## src/assert_macros.svh

```systemverilog
// Assertion helpers shared by the files that check their own logic.
// Each macro expects signals named clk and rst_n in the enclosing scope.
`ifndef ASSERT_MACROS_SVH
`define ASSERT_MACROS_SVH

// Same-cycle implication, disabled while in reset.
`define ASSERT_IMP(lbl, ante, cons, msg) \
  lbl: assert property (@(posedge clk) disable iff (!rst_n) (ante) |-> (cons)) \
    else $error(msg);

// Next-cycle implication, disabled while in reset.
`define ASSERT_NXT(lbl, ante, cons, msg) \
  lbl: assert property (@(posedge clk) disable iff (!rst_n) (ante) |=> (cons)) \
    else $error(msg);

`endif

```

## src/sfcd_pkg.sv

```systemverilog
`timescale 1ns / 1ps
// ----------------------------------------------------------------------------
// sfcd_pkg
// Types, constants and the weight lookup for the frame change detector.
// ----------------------------------------------------------------------------
package sfcd_pkg;

  localparam int PIX_W    = 8;
  localparam int WEIGHT_W = 10;  // three weights of at most 255 each
  localparam int THRESH_W = 32;
  localparam int TOTAL_W  = 32;

  localparam logic [THRESH_W-1:0] THRESHOLD_RESET = 32'd2500;
  localparam logic [TOTAL_W-1:0]  TOTAL_MAX       = 32'hFFFF_FFFF;

  typedef logic [PIX_W-1:0]    pix_t;
  typedef logic [1:0]          phase_t;
  typedef logic [WEIGHT_W-1:0] weight_t;

  // Phases count 0, 1, 2 and wrap.
  localparam phase_t PHASE_LAST = 2'd2;

  localparam logic [7:0] WEIGHT_TABLE [0:16] = '{
    8'd0,   8'd1,   8'd3,   8'd10,  8'd10,  8'd20,  8'd20,  8'd40,  8'd40,
    8'd80,  8'd80,  8'd160, 8'd160, 8'd255, 8'd255, 8'd255, 8'd255
  };

  function automatic logic [7:0] channel_weight(input pix_t a, input pix_t b);
    pix_t d;
    d = (a >= b) ? (a - b) : (b - a);
    return WEIGHT_TABLE[{1'b0, d[7:4]}];
  endfunction

endpackage

```

## src/sfcd_if.sv

```systemverilog
`timescale 1ns / 1ps
// ----------------------------------------------------------------------------
// sfcd_pix_if / sfcd_res_if
// Valid/ready channels for pixel pairs in and frame results out.
// ----------------------------------------------------------------------------
interface sfcd_pix_if;
  logic          valid;
  logic          ready;
  sfcd_pkg::pix_t cur_red;
  sfcd_pkg::pix_t cur_green;
  sfcd_pkg::pix_t cur_blue;
  sfcd_pkg::pix_t ref_red;
  sfcd_pkg::pix_t ref_green;
  sfcd_pkg::pix_t ref_blue;
  logic          first_of_frame;
  logic          last_of_row;
  logic          last_of_frame;

  modport source (
    output valid, cur_red, cur_green, cur_blue, ref_red, ref_green, ref_blue,
           first_of_frame, last_of_row, last_of_frame,
    input  ready
  );
  modport sink (
    input  valid, cur_red, cur_green, cur_blue, ref_red, ref_green, ref_blue,
           first_of_frame, last_of_row, last_of_frame,
    output ready
  );
endinterface

interface sfcd_res_if;
  logic                         valid;
  logic                         ready;
  logic                         frame_changed;
  logic [sfcd_pkg::TOTAL_W-1:0] total_difference;

  modport source (
    output valid, frame_changed, total_difference,
    input  ready
  );
  modport sink (
    input  valid, frame_changed, total_difference,
    output ready
  );
endinterface

```

## src/sfcd_weight.sv

```systemverilog
`timescale 1ns / 1ps
// ----------------------------------------------------------------------------
// sfcd_weight
// Weighted RGB difference of one pixel pair: abs diff, >> 4, table, sum.
// ----------------------------------------------------------------------------
module sfcd_weight (
  input  sfcd_pkg::pix_t    cur_red,
  input  sfcd_pkg::pix_t    cur_green,
  input  sfcd_pkg::pix_t    cur_blue,
  input  sfcd_pkg::pix_t    ref_red,
  input  sfcd_pkg::pix_t    ref_green,
  input  sfcd_pkg::pix_t    ref_blue,
  output sfcd_pkg::weight_t weight
);

  logic [7:0] w_red;
  logic [7:0] w_green;
  logic [7:0] w_blue;

  assign w_red   = sfcd_pkg::channel_weight(cur_red, ref_red);
  assign w_green = sfcd_pkg::channel_weight(cur_green, ref_green);
  assign w_blue  = sfcd_pkg::channel_weight(cur_blue, ref_blue);

  assign weight = sfcd_pkg::WEIGHT_W'(w_red) + sfcd_pkg::WEIGHT_W'(w_green)
                + sfcd_pkg::WEIGHT_W'(w_blue);

endmodule

```

## src/subsampled_frame_change_detector_core.sv

```systemverilog
`timescale 1ns / 1ps
// ----------------------------------------------------------------------------
// subsampled_frame_change_detector_core
// Frame difference change detector over a 1-in-3 by 1-in-3 pixel grid.
// ----------------------------------------------------------------------------
// Takes one pixel pair per clock, sustained. A transfer lands in an input
// register; as it leaves that register it is folded into the row/column
// phases and the saturating SUM_WIDTH-bit sum, and the last pixel of a frame
// also loads the result register, which offers the result. The only stall is
// a last-of-frame pixel meeting a result that has not been taken yet. The
// threshold compare uses the full sum; the reported total saturates at 32
// bits. Write the threshold only while the block idles.
// ----------------------------------------------------------------------------
`include "assert_macros.svh"

module subsampled_frame_change_detector_core #(
  parameter int SUM_WIDTH = 32
) (
  input  logic                          clk,
  input  logic                          rst_n,
  sfcd_pix_if.sink                      in_ch,
  sfcd_res_if.source                    out_ch,
  input  logic                          cfg_valid,
  output logic                          cfg_ready,
  input  logic [sfcd_pkg::THRESH_W-1:0] cfg_data
);

  localparam int CMP_W = (SUM_WIDTH > sfcd_pkg::TOTAL_W) ? SUM_WIDTH : sfcd_pkg::TOTAL_W;

  // input register
  logic           a_valid_r;
  sfcd_pkg::pix_t a_cur_red_r, a_cur_green_r, a_cur_blue_r;
  sfcd_pkg::pix_t a_ref_red_r, a_ref_green_r, a_ref_blue_r;
  logic           a_first_r, a_row_end_r, a_last_r;

  // running state
  sfcd_pkg::phase_t         col_r, col_nxt;
  sfcd_pkg::phase_t         row_r, row_nxt;
  logic [SUM_WIDTH-1:0]     sum_r, sum_nxt;
  logic [sfcd_pkg::THRESH_W-1:0] thresh_r;

  // result register
  logic                         out_valid_r;
  logic                         out_changed_r, out_changed_nxt;
  logic [sfcd_pkg::TOTAL_W-1:0] out_total_r, out_total_nxt;

  logic                 advance_a;
  logic                 in_xfer;
  sfcd_pkg::weight_t    weight;
  sfcd_pkg::phase_t     col_base, row_base;
  logic [SUM_WIDTH-1:0] sum_base;
  logic [SUM_WIDTH:0]   sum_add;
  logic [SUM_WIDTH-1:0] sum_new;
  logic [CMP_W-1:0]     sum_cmp;

  // hold a last-of-frame pixel while the previous result is still waiting
  assign advance_a   = a_valid_r && (!a_last_r || !out_valid_r || out_ch.ready);
  assign in_ch.ready = !a_valid_r || advance_a;
  assign in_xfer     = in_ch.valid && in_ch.ready;
  assign cfg_ready   = 1'b1;

  sfcd_weight u_weight (
    .cur_red   (a_cur_red_r),
    .cur_green (a_cur_green_r),
    .cur_blue  (a_cur_blue_r),
    .ref_red   (a_ref_red_r),
    .ref_green (a_ref_green_r),
    .ref_blue  (a_ref_blue_r),
    .weight    (weight)
  );

  always_comb begin
    col_base = a_first_r ? '0 : col_r;
    row_base = a_first_r ? '0 : row_r;
    sum_base = a_first_r ? '0 : sum_r;

    if (col_base == '0 && row_base == '0) begin
      sum_add = {1'b0, sum_base} + (SUM_WIDTH + 1)'(weight);
    end else begin
      sum_add = {1'b0, sum_base};
    end
    sum_new = sum_add[SUM_WIDTH] ? '1 : sum_add[SUM_WIDTH-1:0];
    sum_cmp = CMP_W'(sum_new);

    out_changed_nxt = sum_cmp > CMP_W'(thresh_r);
    out_total_nxt   = (sum_cmp > CMP_W'(sfcd_pkg::TOTAL_MAX)) ? sfcd_pkg::TOTAL_MAX
                                                             : sum_cmp[sfcd_pkg::TOTAL_W-1:0];

    if (a_last_r) begin
      col_nxt = '0;
      row_nxt = '0;
      sum_nxt = '0;
    end else begin
      sum_nxt = sum_new;
      if (a_row_end_r) begin
        col_nxt = '0;
        row_nxt = (row_base >= sfcd_pkg::PHASE_LAST) ? '0 : row_base + 2'd1;
      end else begin
        col_nxt = (col_base >= sfcd_pkg::PHASE_LAST) ? '0 : col_base + 2'd1;
        row_nxt = row_base;
      end
    end
  end

  always_ff @(posedge clk) begin
    if (!rst_n) begin
      a_valid_r   <= 1'b0;
      out_valid_r <= 1'b0;
      col_r       <= '0;
      row_r       <= '0;
      sum_r       <= '0;
      thresh_r    <= sfcd_pkg::THRESHOLD_RESET;
    end else begin
      if (in_ch.ready) begin
        a_valid_r <= in_ch.valid;
      end
      if (advance_a) begin
        col_r <= col_nxt;
        row_r <= row_nxt;
        sum_r <= sum_nxt;
      end
      if (advance_a && a_last_r) begin
        out_valid_r <= 1'b1;
      end else if (out_ch.ready) begin
        out_valid_r <= 1'b0;
      end
      if (cfg_valid && cfg_ready) begin
        thresh_r <= cfg_data;
      end
    end
  end

  // payload registers
  always_ff @(posedge clk) begin
    if (in_xfer) begin
      a_cur_red_r   <= in_ch.cur_red;
      a_cur_green_r <= in_ch.cur_green;
      a_cur_blue_r  <= in_ch.cur_blue;
      a_ref_red_r   <= in_ch.ref_red;
      a_ref_green_r <= in_ch.ref_green;
      a_ref_blue_r  <= in_ch.ref_blue;
      a_first_r     <= in_ch.first_of_frame;
      a_row_end_r   <= in_ch.last_of_row;
      a_last_r      <= in_ch.last_of_frame;
    end
    if (advance_a && a_last_r) begin
      out_changed_r <= out_changed_nxt;
      out_total_r   <= out_total_nxt;
    end
  end

  assign out_ch.valid            = out_valid_r;
  assign out_ch.frame_changed    = out_changed_r;
  assign out_ch.total_difference = out_total_r;

  `ASSERT_NXT(a_result_loaded, advance_a && a_last_r, out_valid_r,
              "frame end did not load a result")
  `ASSERT_NXT(a_frame_clears, advance_a && a_last_r,
              sum_r == '0 && col_r == '0 && row_r == '0,
              "state not cleared after frame end")
  `ASSERT_NXT(a_sum_monotonic, advance_a && !a_first_r && !a_last_r,
              sum_r >= $past(sum_r), "sum decreased inside a frame")
  `ASSERT_IMP(a_phase_range, 1'b1,
              col_r <= sfcd_pkg::PHASE_LAST && row_r <= sfcd_pkg::PHASE_LAST,
              "phase counter out of range")

endmodule
```

## src/flat_wrapper.sv

```systemverilog
// flat-port wrapper written by rule: the top's interface ports become plain ports
module subsampled_frame_change_detector_core_flat 
#(
  parameter int SUM_WIDTH = 32
)
  (clk, rst_n, cfg_valid, cfg_ready, cfg_data, in_ch_valid, in_ch_cur_red, in_ch_cur_green, in_ch_cur_blue, in_ch_ref_red, in_ch_ref_green, in_ch_ref_blue, in_ch_first_of_frame, in_ch_last_of_row, in_ch_last_of_frame, in_ch_ready, out_ch_valid, out_ch_frame_changed, out_ch_total_difference, out_ch_ready);
  sfcd_pix_if in_ch_i ();
  sfcd_res_if out_ch_i ();
  input  logic clk;
  input  logic rst_n;
  input  logic cfg_valid;
  output logic cfg_ready;
  input  logic [sfcd_pkg::THRESH_W-1:0] cfg_data;
  input wire logic [$bits(in_ch_i.valid)-1:0] in_ch_valid;
  input wire logic [$bits(in_ch_i.cur_red)-1:0] in_ch_cur_red;
  input wire logic [$bits(in_ch_i.cur_green)-1:0] in_ch_cur_green;
  input wire logic [$bits(in_ch_i.cur_blue)-1:0] in_ch_cur_blue;
  input wire logic [$bits(in_ch_i.ref_red)-1:0] in_ch_ref_red;
  input wire logic [$bits(in_ch_i.ref_green)-1:0] in_ch_ref_green;
  input wire logic [$bits(in_ch_i.ref_blue)-1:0] in_ch_ref_blue;
  input wire logic [$bits(in_ch_i.first_of_frame)-1:0] in_ch_first_of_frame;
  input wire logic [$bits(in_ch_i.last_of_row)-1:0] in_ch_last_of_row;
  input wire logic [$bits(in_ch_i.last_of_frame)-1:0] in_ch_last_of_frame;
  output wire logic [$bits(in_ch_i.ready)-1:0] in_ch_ready;
  output wire logic [$bits(out_ch_i.valid)-1:0] out_ch_valid;
  output wire logic [$bits(out_ch_i.frame_changed)-1:0] out_ch_frame_changed;
  output wire logic [$bits(out_ch_i.total_difference)-1:0] out_ch_total_difference;
  input wire logic [$bits(out_ch_i.ready)-1:0] out_ch_ready;
  assign in_ch_i.valid = in_ch_valid;
  assign in_ch_i.cur_red = in_ch_cur_red;
  assign in_ch_i.cur_green = in_ch_cur_green;
  assign in_ch_i.cur_blue = in_ch_cur_blue;
  assign in_ch_i.ref_red = in_ch_ref_red;
  assign in_ch_i.ref_green = in_ch_ref_green;
  assign in_ch_i.ref_blue = in_ch_ref_blue;
  assign in_ch_i.first_of_frame = in_ch_first_of_frame;
  assign in_ch_i.last_of_row = in_ch_last_of_row;
  assign in_ch_i.last_of_frame = in_ch_last_of_frame;
  assign in_ch_ready = in_ch_i.ready;
  assign out_ch_valid = out_ch_i.valid;
  assign out_ch_frame_changed = out_ch_i.frame_changed;
  assign out_ch_total_difference = out_ch_i.total_difference;
  assign out_ch_i.ready = out_ch_ready;
  subsampled_frame_change_detector_core #(.SUM_WIDTH(SUM_WIDTH)) u_core (.clk(clk), .rst_n(rst_n), .in_ch(in_ch_i), .out_ch(out_ch_i), .cfg_valid(cfg_valid), .cfg_ready(cfg_ready), .cfg_data(cfg_data));
endmodule
```

## config.mk

```make
export PLATFORM = sky130hd
export DESIGN_NAME = subsampled_frame_change_detector_core_flat
export DESIGN_NICKNAME = d
export VERILOG_FILES = /design/src/sfcd_pkg.sv /design/src/sfcd_if.sv /design/src/sfcd_weight.sv /design/src/subsampled_frame_change_detector_core.sv /design/src/flat_wrapper.sv
export VERILOG_INCLUDE_DIRS = /design/src /design/src/src
export SDC_FILE = /design/constraint.sdc
export NUM_CORES = 1
export LEC_CHECK = 0
export BUFFER_PORTS_ARGS = -buffer_cell sky130_fd_sc_hd__buf_4
export CAP_MARGIN = 20
export CORE_ASPECT_RATIO = 0.5
export CORE_MARGIN = 5
export CORE_UTILIZATION = 40
export CTS_BUF_LIST = sky130_fd_sc_hd__clkbuf_4 sky130_fd_sc_hd__clkbuf_8
export CTS_CLUSTER_DIAMETER = 30
export DETAILED_ROUTE_END_ITERATION = 10
export GPL_TIMING_DRIVEN = 0
export SYNTH_ARGS = -nofsm -noshare
export SYNTH_HDL_FRONTEND = slang
export SYNTH_SLANG_ARGS = --single-unit
```

## constraint.sdc

```tcl
create_clock -name clk -period 23.3 [get_ports clk]
set_clock_uncertainty 0.2 [all_clocks]
set_input_delay 1.165 -clock clk [delete_from_list [all_inputs] [get_ports clk]]
set_output_delay 1.165 -clock clk [all_outputs]
set_load 0.02 [all_outputs]
```

==> flow_summary.json, run 1 <==
{
  "cts_buffers": 17,
  "fp-row-count": 40,
  "cp_slowest_cell": "clkbuf_1",
  "finalHoldViolCount": 0,
  "clockBufferDepth": 2,
  "slowest_delay_ns": 0.60,
  "hpwl_um": 18000,
  "ctsRootBufferMaster": "clkbuf_8",
  "ys_ff_latch": 154,
  "maxSlewHeadroom": 0.425,
  "worstSetupEndpointType": "flop",
  "max_freq_mhz": 108,
  "post_drt_wl_per_cell_um": 15.3,
  "fin_area_mm2": 0.0116,
  "n_fill_cell": 2258,
  "syn_inst": 1023,
  "routed_wl_um": 23100,
  "yosys_most_used_dff": "edfxtp_1",
  "gp_congestion": 0.880,
  "dieArea_mm2": 0.0280,
  "required_ns": 23.32,
  "hold_depth": 2,
  "synth.top_cell.area_share": 0.257,
  "path_common_cell": "o21ai_0",
  "min_period_ns": 9.25,
  "syn2layout_area_growth_pct": 18.3,
  "viasPerCell": 5.03,
  "cts_setup_buffers": 0,
  "tritoncts": "done",
  "diodes": 0,
  "syn_area_per_cell_um2": 9.60,
  "grt_pass1_vias": 7596,
  "setup_viol": 0,
  "cp_num_buf_inv": 5,
  "port_buffers": 121,
  "netlist_area_mm2": 0.00982,
  "wl_met2_um": 10700,
  "r2r_slack_ns": 14.05,
  "ys_top_cells_by_area": "edfxtp_1 (26%), dfxtp_1 (14%), ha_1 (12%)",
  "grt_pass1_wl_um": 38000,
  "clkTransAtPathRegs_ns": 0.10,
  "chipHeight_um": 121,
  "antenna_found_initial": 0,
  "drc_errors": 0,
  "h-tree-depth": 4,
  "drt-pass1-iter-count": 4,
  "dr.first_iter.drc_count": 424,
  "async_reset_ff_frac": 0,
  "final_common_cell": "buf_4",
  "cts_resized": 0,
  "track_usage": 0.170,
  "ir_drop_mv": 0.0869,
  "drive_gt1_frac": 0.161,
  "leakage_nw": 5.26,
  "cap_violations": 0,
  "final_cell_mix": "buf_4 (125), inv_1 (121), ha_1 (95)",
  "routed-via-count": 7619,
  "insertion_delay_ns": 0.50,
  "wl_met3_um": 1100,
  "worstSetupStartpointType": "flop",
  "postPlaceCellArea_mm2": 0.0112,
  "power.density_mw_per_mm2": 103,
  "cts_hold_buf": 0,
  "cp_num_cells": 36,
  "final_nets": 1364,
  "synth_warnings": 0,
  "dieWidth_um": 232,
  "path_class": "reg2reg",
  "ios": 124,
  "drt.antenna.violating_nets": 0,
  "status": "finished, final reports clean",
  "reg2regPathDepth": 36,
  "synth_cell_types": 72,
  "report.final.slew_viol_count": 0,
  "hp-class": "reg2reg",
  "highest_layer": "met4",
  "synth_largest_area_cell": "edfxtp_1",
  "start_util": 0.408,
  "crit_arrival_ns": 9.26,
  "cp_top_family": "compound AO/OA/AOI/OAI gates",
  "finalCritPeriodShare": 0.397,
  "grt_max_degree": 32,
  "ys_seq_area_frac": 0.400,
  "core_area_mm2": 0.0241,
  "synth_edf_count": 84,
  "fin_setup_tns_ns": 0,
  "crit_fanout": 10,
  "clock-sinks": 154,
  "syn_nets": 1222,
  "finalWorstSetupSlack_ns": 14.05,
  "grt_setup_unrepaired": "no",
  "worst_pin_slew_ns": 0.863,
  "overflow": 0,
  "dp_slack_ns": 14.15,
  "wl_met1_um": 10900
}
metal layers:
layer,track usage,vias up
met3,0.0418,34
met1,0.222,3557
met4,0.0560,0
li1,-,3867
met5,0,-
met2,0.280,161
tightest hold or removal path: stages, from the launching register on:
cell and delay, ns:
dfxtp_1 0.33, nand2_1 0.05, o21ai_1 0.05
cell type report:
| class | instances | area [um^2] | share of cell area |
|---|---|---|---|
| Buffer | 37 | 178 | 0.0153 |
| Clock buffer | 20 | 263 | 0.0226 |
| Clock inverter | 12 | 140 | 0.0121 |
| Inverter | 121 | 454 | 0.0391 |
| Multi-Input combinational cell | 711 | 5290 | 0.455 |
| Sequential cell | 154 | 3920 | 0.338 |
| Tap cell | 336 | 420 | 0.0362 |
| Timing Repair Buffer | 123 | 956 | 0.0823 |
through the flow:
stage               total power, mW  hold slack [ns]   util  instances
floorplan                     0.821            0.218      -       1023
global placement              0.974            0.231  0.463       1480
detailed placement            0.995            0.242  0.466       1482
CTS                            1.21            0.257  0.483       1514
global route                   1.31            0.271  0.483       1514
finish                         1.20            0.262  0.483       1514
final timing paths:
path | to | from
worst min-delay path | u_core.sum_r[0]$_SDFFE_PN0P_ | u_core.sum_r[0]$_SDFFE_PN0P_
worst min register to register | u_core.sum_r[0]$_SDFFE_PN0P_ | u_core.sum_r[0]$_SDFFE_PN0P_
worst max-delay path | u_core.out_ch.frame_changed$_DFFE_PP_ | u_core.a_ref_red_r[0]$_DFFE_PP_
worst max register to register | u_core.out_ch.frame_changed$_DFFE_PP_ | u_core.a_ref_red_r[0]$_DFFE_PP_
synthesized netlist by cell type (7+ instances only):
| library cell | number |
|---|---|
| nor3_1 | 22 |
| o21ai_0 | 54 |
| edfxtp_1 | 84 |
| a22o_1 | 9 |
| a21oi_1 | 59 |
| inv_1 | 121 |
| a31oi_1 | 10 |
| clkbuf_1 | 29 |
| nor2_1 | 46 |
| nand2b_1 | 11 |
| and2_1 | 11 |
| and3_1 | 8 |
| nand3_1 | 20 |
| a211oi_1 | 7 |
| nor2b_1 | 48 |
| mux2i_1 | 42 |
| ha_1 | 95 |
| xnor2_1 | 21 |
| o21a_1 | 10 |
| xor2_1 | 9 |
| o211ai_1 | 13 |
| nand2_1 | 93 |
| a21o_1 | 19 |
| dfxtp_1 | 70 |
| fa_1 | 16 |
| nand4_1 | 13 |
power breakdown:
group | switching [mW] | internal (mW) | total [mW] | leakage (nW)
combinational | 0.376 | 0.275 | 0.651 | 3.64
clock | 0.108 | 0.102 | 0.210 | 0.211
sequential | 0.00961 | 0.328 | 0.337 | 1.41
total | 0.494 | 0.704 | 1.20 | 5.26
logic make-up (layout without fill, tap and decap cells):
family                   count (synthesis)  count (layout)  synth area share
AND/OR/NAND/NOR                        298             298             0.155
flip-flops                             154             154             0.400
other                                    1               1          0.000382
multiplexers                            47              47            0.0489
AO/OA/AOI/OAI                          222             222             0.147
buffers and inverters                  158             313            0.0643
XOR/XNOR                                32              32            0.0312
adder cells (fa/ha/maj)                111             111             0.154
No activity file was read; power rests on OpenSTA's default activity.
==> run 2: changes to the inputs <==
- clock period: 23.3 -> 8.1 ns (I/O delays scaled with it)
==> run 2 against run 1 <==
Setup slack worse by 14 ns. Cell count increased by 7.9%. Sequential share of layout area is 4.0 points lower. Critical endpoint unchanged. Total power grew to 3.3 times the previous value. Largest power group unchanged. Global-route usage increased by 1.2 points. Wire length rose by 9.1%.
==> flow_summary.json, run 2 (synthesized netlist as in run 1, its figures left out) <==
{
  "drive_gt1_frac": 0.221,
  "cts_buffers": 17,
  "dieWidth_um": 232,
  "routed-via-count": 8198,
  "h-tree-depth": 4,
  "slowest_delay_ns": 0.55,
  "setup_viol": 0,
  "grt_pass1_vias": 8228,
  "antenna_found_initial": 0,
  "power_mw": 3.97,
  "fin_cells": 1633,
  "grt_setup_unrepaired": "yes",
  "tritoncts": "done",
  "grt_max_degree": 32,
  "dr.first_iter.drc_count": 395,
  "clock-sinks": 154,
  "insertion_delay_ns": 0.51,
  "worstSetupStartpointType": "flop",
  "core_area_mm2": 0.0241,
  "timing.rr.end": "u_core.out_ch.frame_changed$_DFFE_PP_",
  "status": "finished, final reports clean",
  "leakage_nw": 5.86,
  "clockBufferDepth": 2,
  "report.final.slew_viol_count": 0,
  "r2r-start": "u_core.a_cur_red_r[0]$_DFFE_PP_",
  "fin_area_mm2": 0.0132,
  "regArea_mm2": 0.00392,
  "diodes": 0,
  "required_ns": 8.13,
  "ctsRootBufferMaster": "clkbuf_8",
  "worstSetupEndpointType": "flop",
  "drt.antenna.violating_nets": 0,
  "hp-class": "in2reg",
  "routed_wl_um": 25200,
  "crit_arrival_ns": 8.07,
  "path_common_cell": "a21oi_2",
  "min_period_ns": 8.04,
  "ir_drop_mv": 0.264,
  "dieArea_mm2": 0.0280,
  "n_fill_cell": 2115,
  "endpoint": "u_core.out_ch.frame_changed$_DFFE_PP_",
  "final_common_cell": "buf_4",
  "ios": 124,
  "final_cell_mix": "buf_4 (157), inv_1 (116), nand2_1 (92)",
  "cp_slowest_cell": "or4_1",
  "final_nets": 1483,
  "dp_slack_ns": -1.05,
  "overflow": 0,
  "gp_congestion": 0.880,
  "finalWorstSetupSlack_ns": 0.0551,
  "multi_input_area_mm2": 0.00573,
  "cap_violations": 0,
  "final_util": 0.548,
  "drc_errors": 0,
  "syn2layout_area_growth_pct": 34.4,
  "power.density_mw_per_mm2": 301,
  "fin_setup_tns_ns": 0,
  "max_freq_mhz": 124,
  "path_class": "reg2reg",
  "start_util": 0.408,
  "dp_cells": 1482,
  "cp-startpoint": "u_core.a_cur_red_r[0]$_DFFE_PP_",
  "holdWs_ns": 0.0886,
  "worst_pin_slew_ns": 0.854,
  "chipHeight_um": 121,
  "hpwl_um": 18000,
  "finalHoldViolCount": 0,
  "grt_pass1_wl_um": 40700,
  "crit_fanout": 4,
  "clkTransAtPathRegs_ns": 0.09,
  "port_buffers": 121,
  "track_usage": 0.182,
  "maxSlewHeadroom": 0.430,
  "drt-pass1-iter-count": 5,
  "postPlaceCellArea_mm2": 0.0112,
  "viasPerCell": 5.02,
  "post_drt_wl_per_cell_um": 15.4,
  "reg2regPathDepth": 34,
  "fp-row-count": 40,
  "finalCritPeriodShare": 0.993,
  "r2r_slack_ns": 0.06
}
[run 2: changes by cell type in the layout (fill, tap and decap cells not counted), sizes merged]
cell / before / now
buf: 131 / 166
clkbuf: 49 / 48
dlygate4sd3: 0 / 84
xnor2: 23 / 24
[run 2: cell type report]
type	count	area share
Multi-Input combinational cell	712	0.434
Sequential cell	154	0.297
Timing Repair Buffer	241	0.156
Inverter	121	0.0344
Tap cell	336	0.0318
Clock buffer	20	0.0199
Buffer	37	0.0158
Clock inverter	12	0.0106
[run 2: timing repair]
action | 4_1_cts | 5_1_grt
gates resized for setup | 51 | 46
hold buffers | 84 | 0
setup buffers | 21 | 13
pin swaps | 23 | 46
setup endpoints to repair | 1 | 1
hold endpoints to repair | 84 | 0
cloned | 1 | 0
[run 2: where the power goes]
part	internal [mW]	switching [mW]	total, mW	leakage (nW)
logic	1.10	1.29	2.39	4.24
registers	0.942	0.0289	0.971	1.41
clock network	0.293	0.316	0.609	0.211
[run 2: worst min path at each step]
stage,startpoint,to,depth (start not counted)
finish,out_ch_ready,u_core.out_ch.valid$_SDFFE_PN0P_,3
global route,out_ch_ready,u_core.out_ch.valid$_SDFFE_PN0P_,3
floorplan,u_core.sum_r[18]$_SDFFE_PN0P_,u_core.sum_r[18]$_SDFFE_PN0P_,1
detailed placement,u_core.sum_r[0]$_SDFFE_PN0P_,u_core.sum_r[0]$_SDFFE_PN0P_,2
CTS,out_ch_ready,u_core.out_ch.valid$_SDFFE_PN0P_,3
global placement,u_core.sum_r[18]$_SDFFE_PN0P_,u_core.sum_r[18]$_SDFFE_PN0P_,1
[run 2: layer usage]
metal  vias to the layer above  wire, um  GRT usage
li1                       4107         -          -
met1                      3889     11500      0.231
met2                       179     12200      0.311
met3                        23      1220     0.0476
met4                         0       255     0.0472
met5                         -         0          0
[run 2: critical path, delay by kind of cell, from the launching register on]
kind            cells  cell delay [ns]
fa+ha+maj           6             2.09
xor+xnor            1             0.30
buf+inv             4             0.37
compound gates     16             3.04
mux                 1             0.35
flops               1             0.39
simple gates        6             1.05
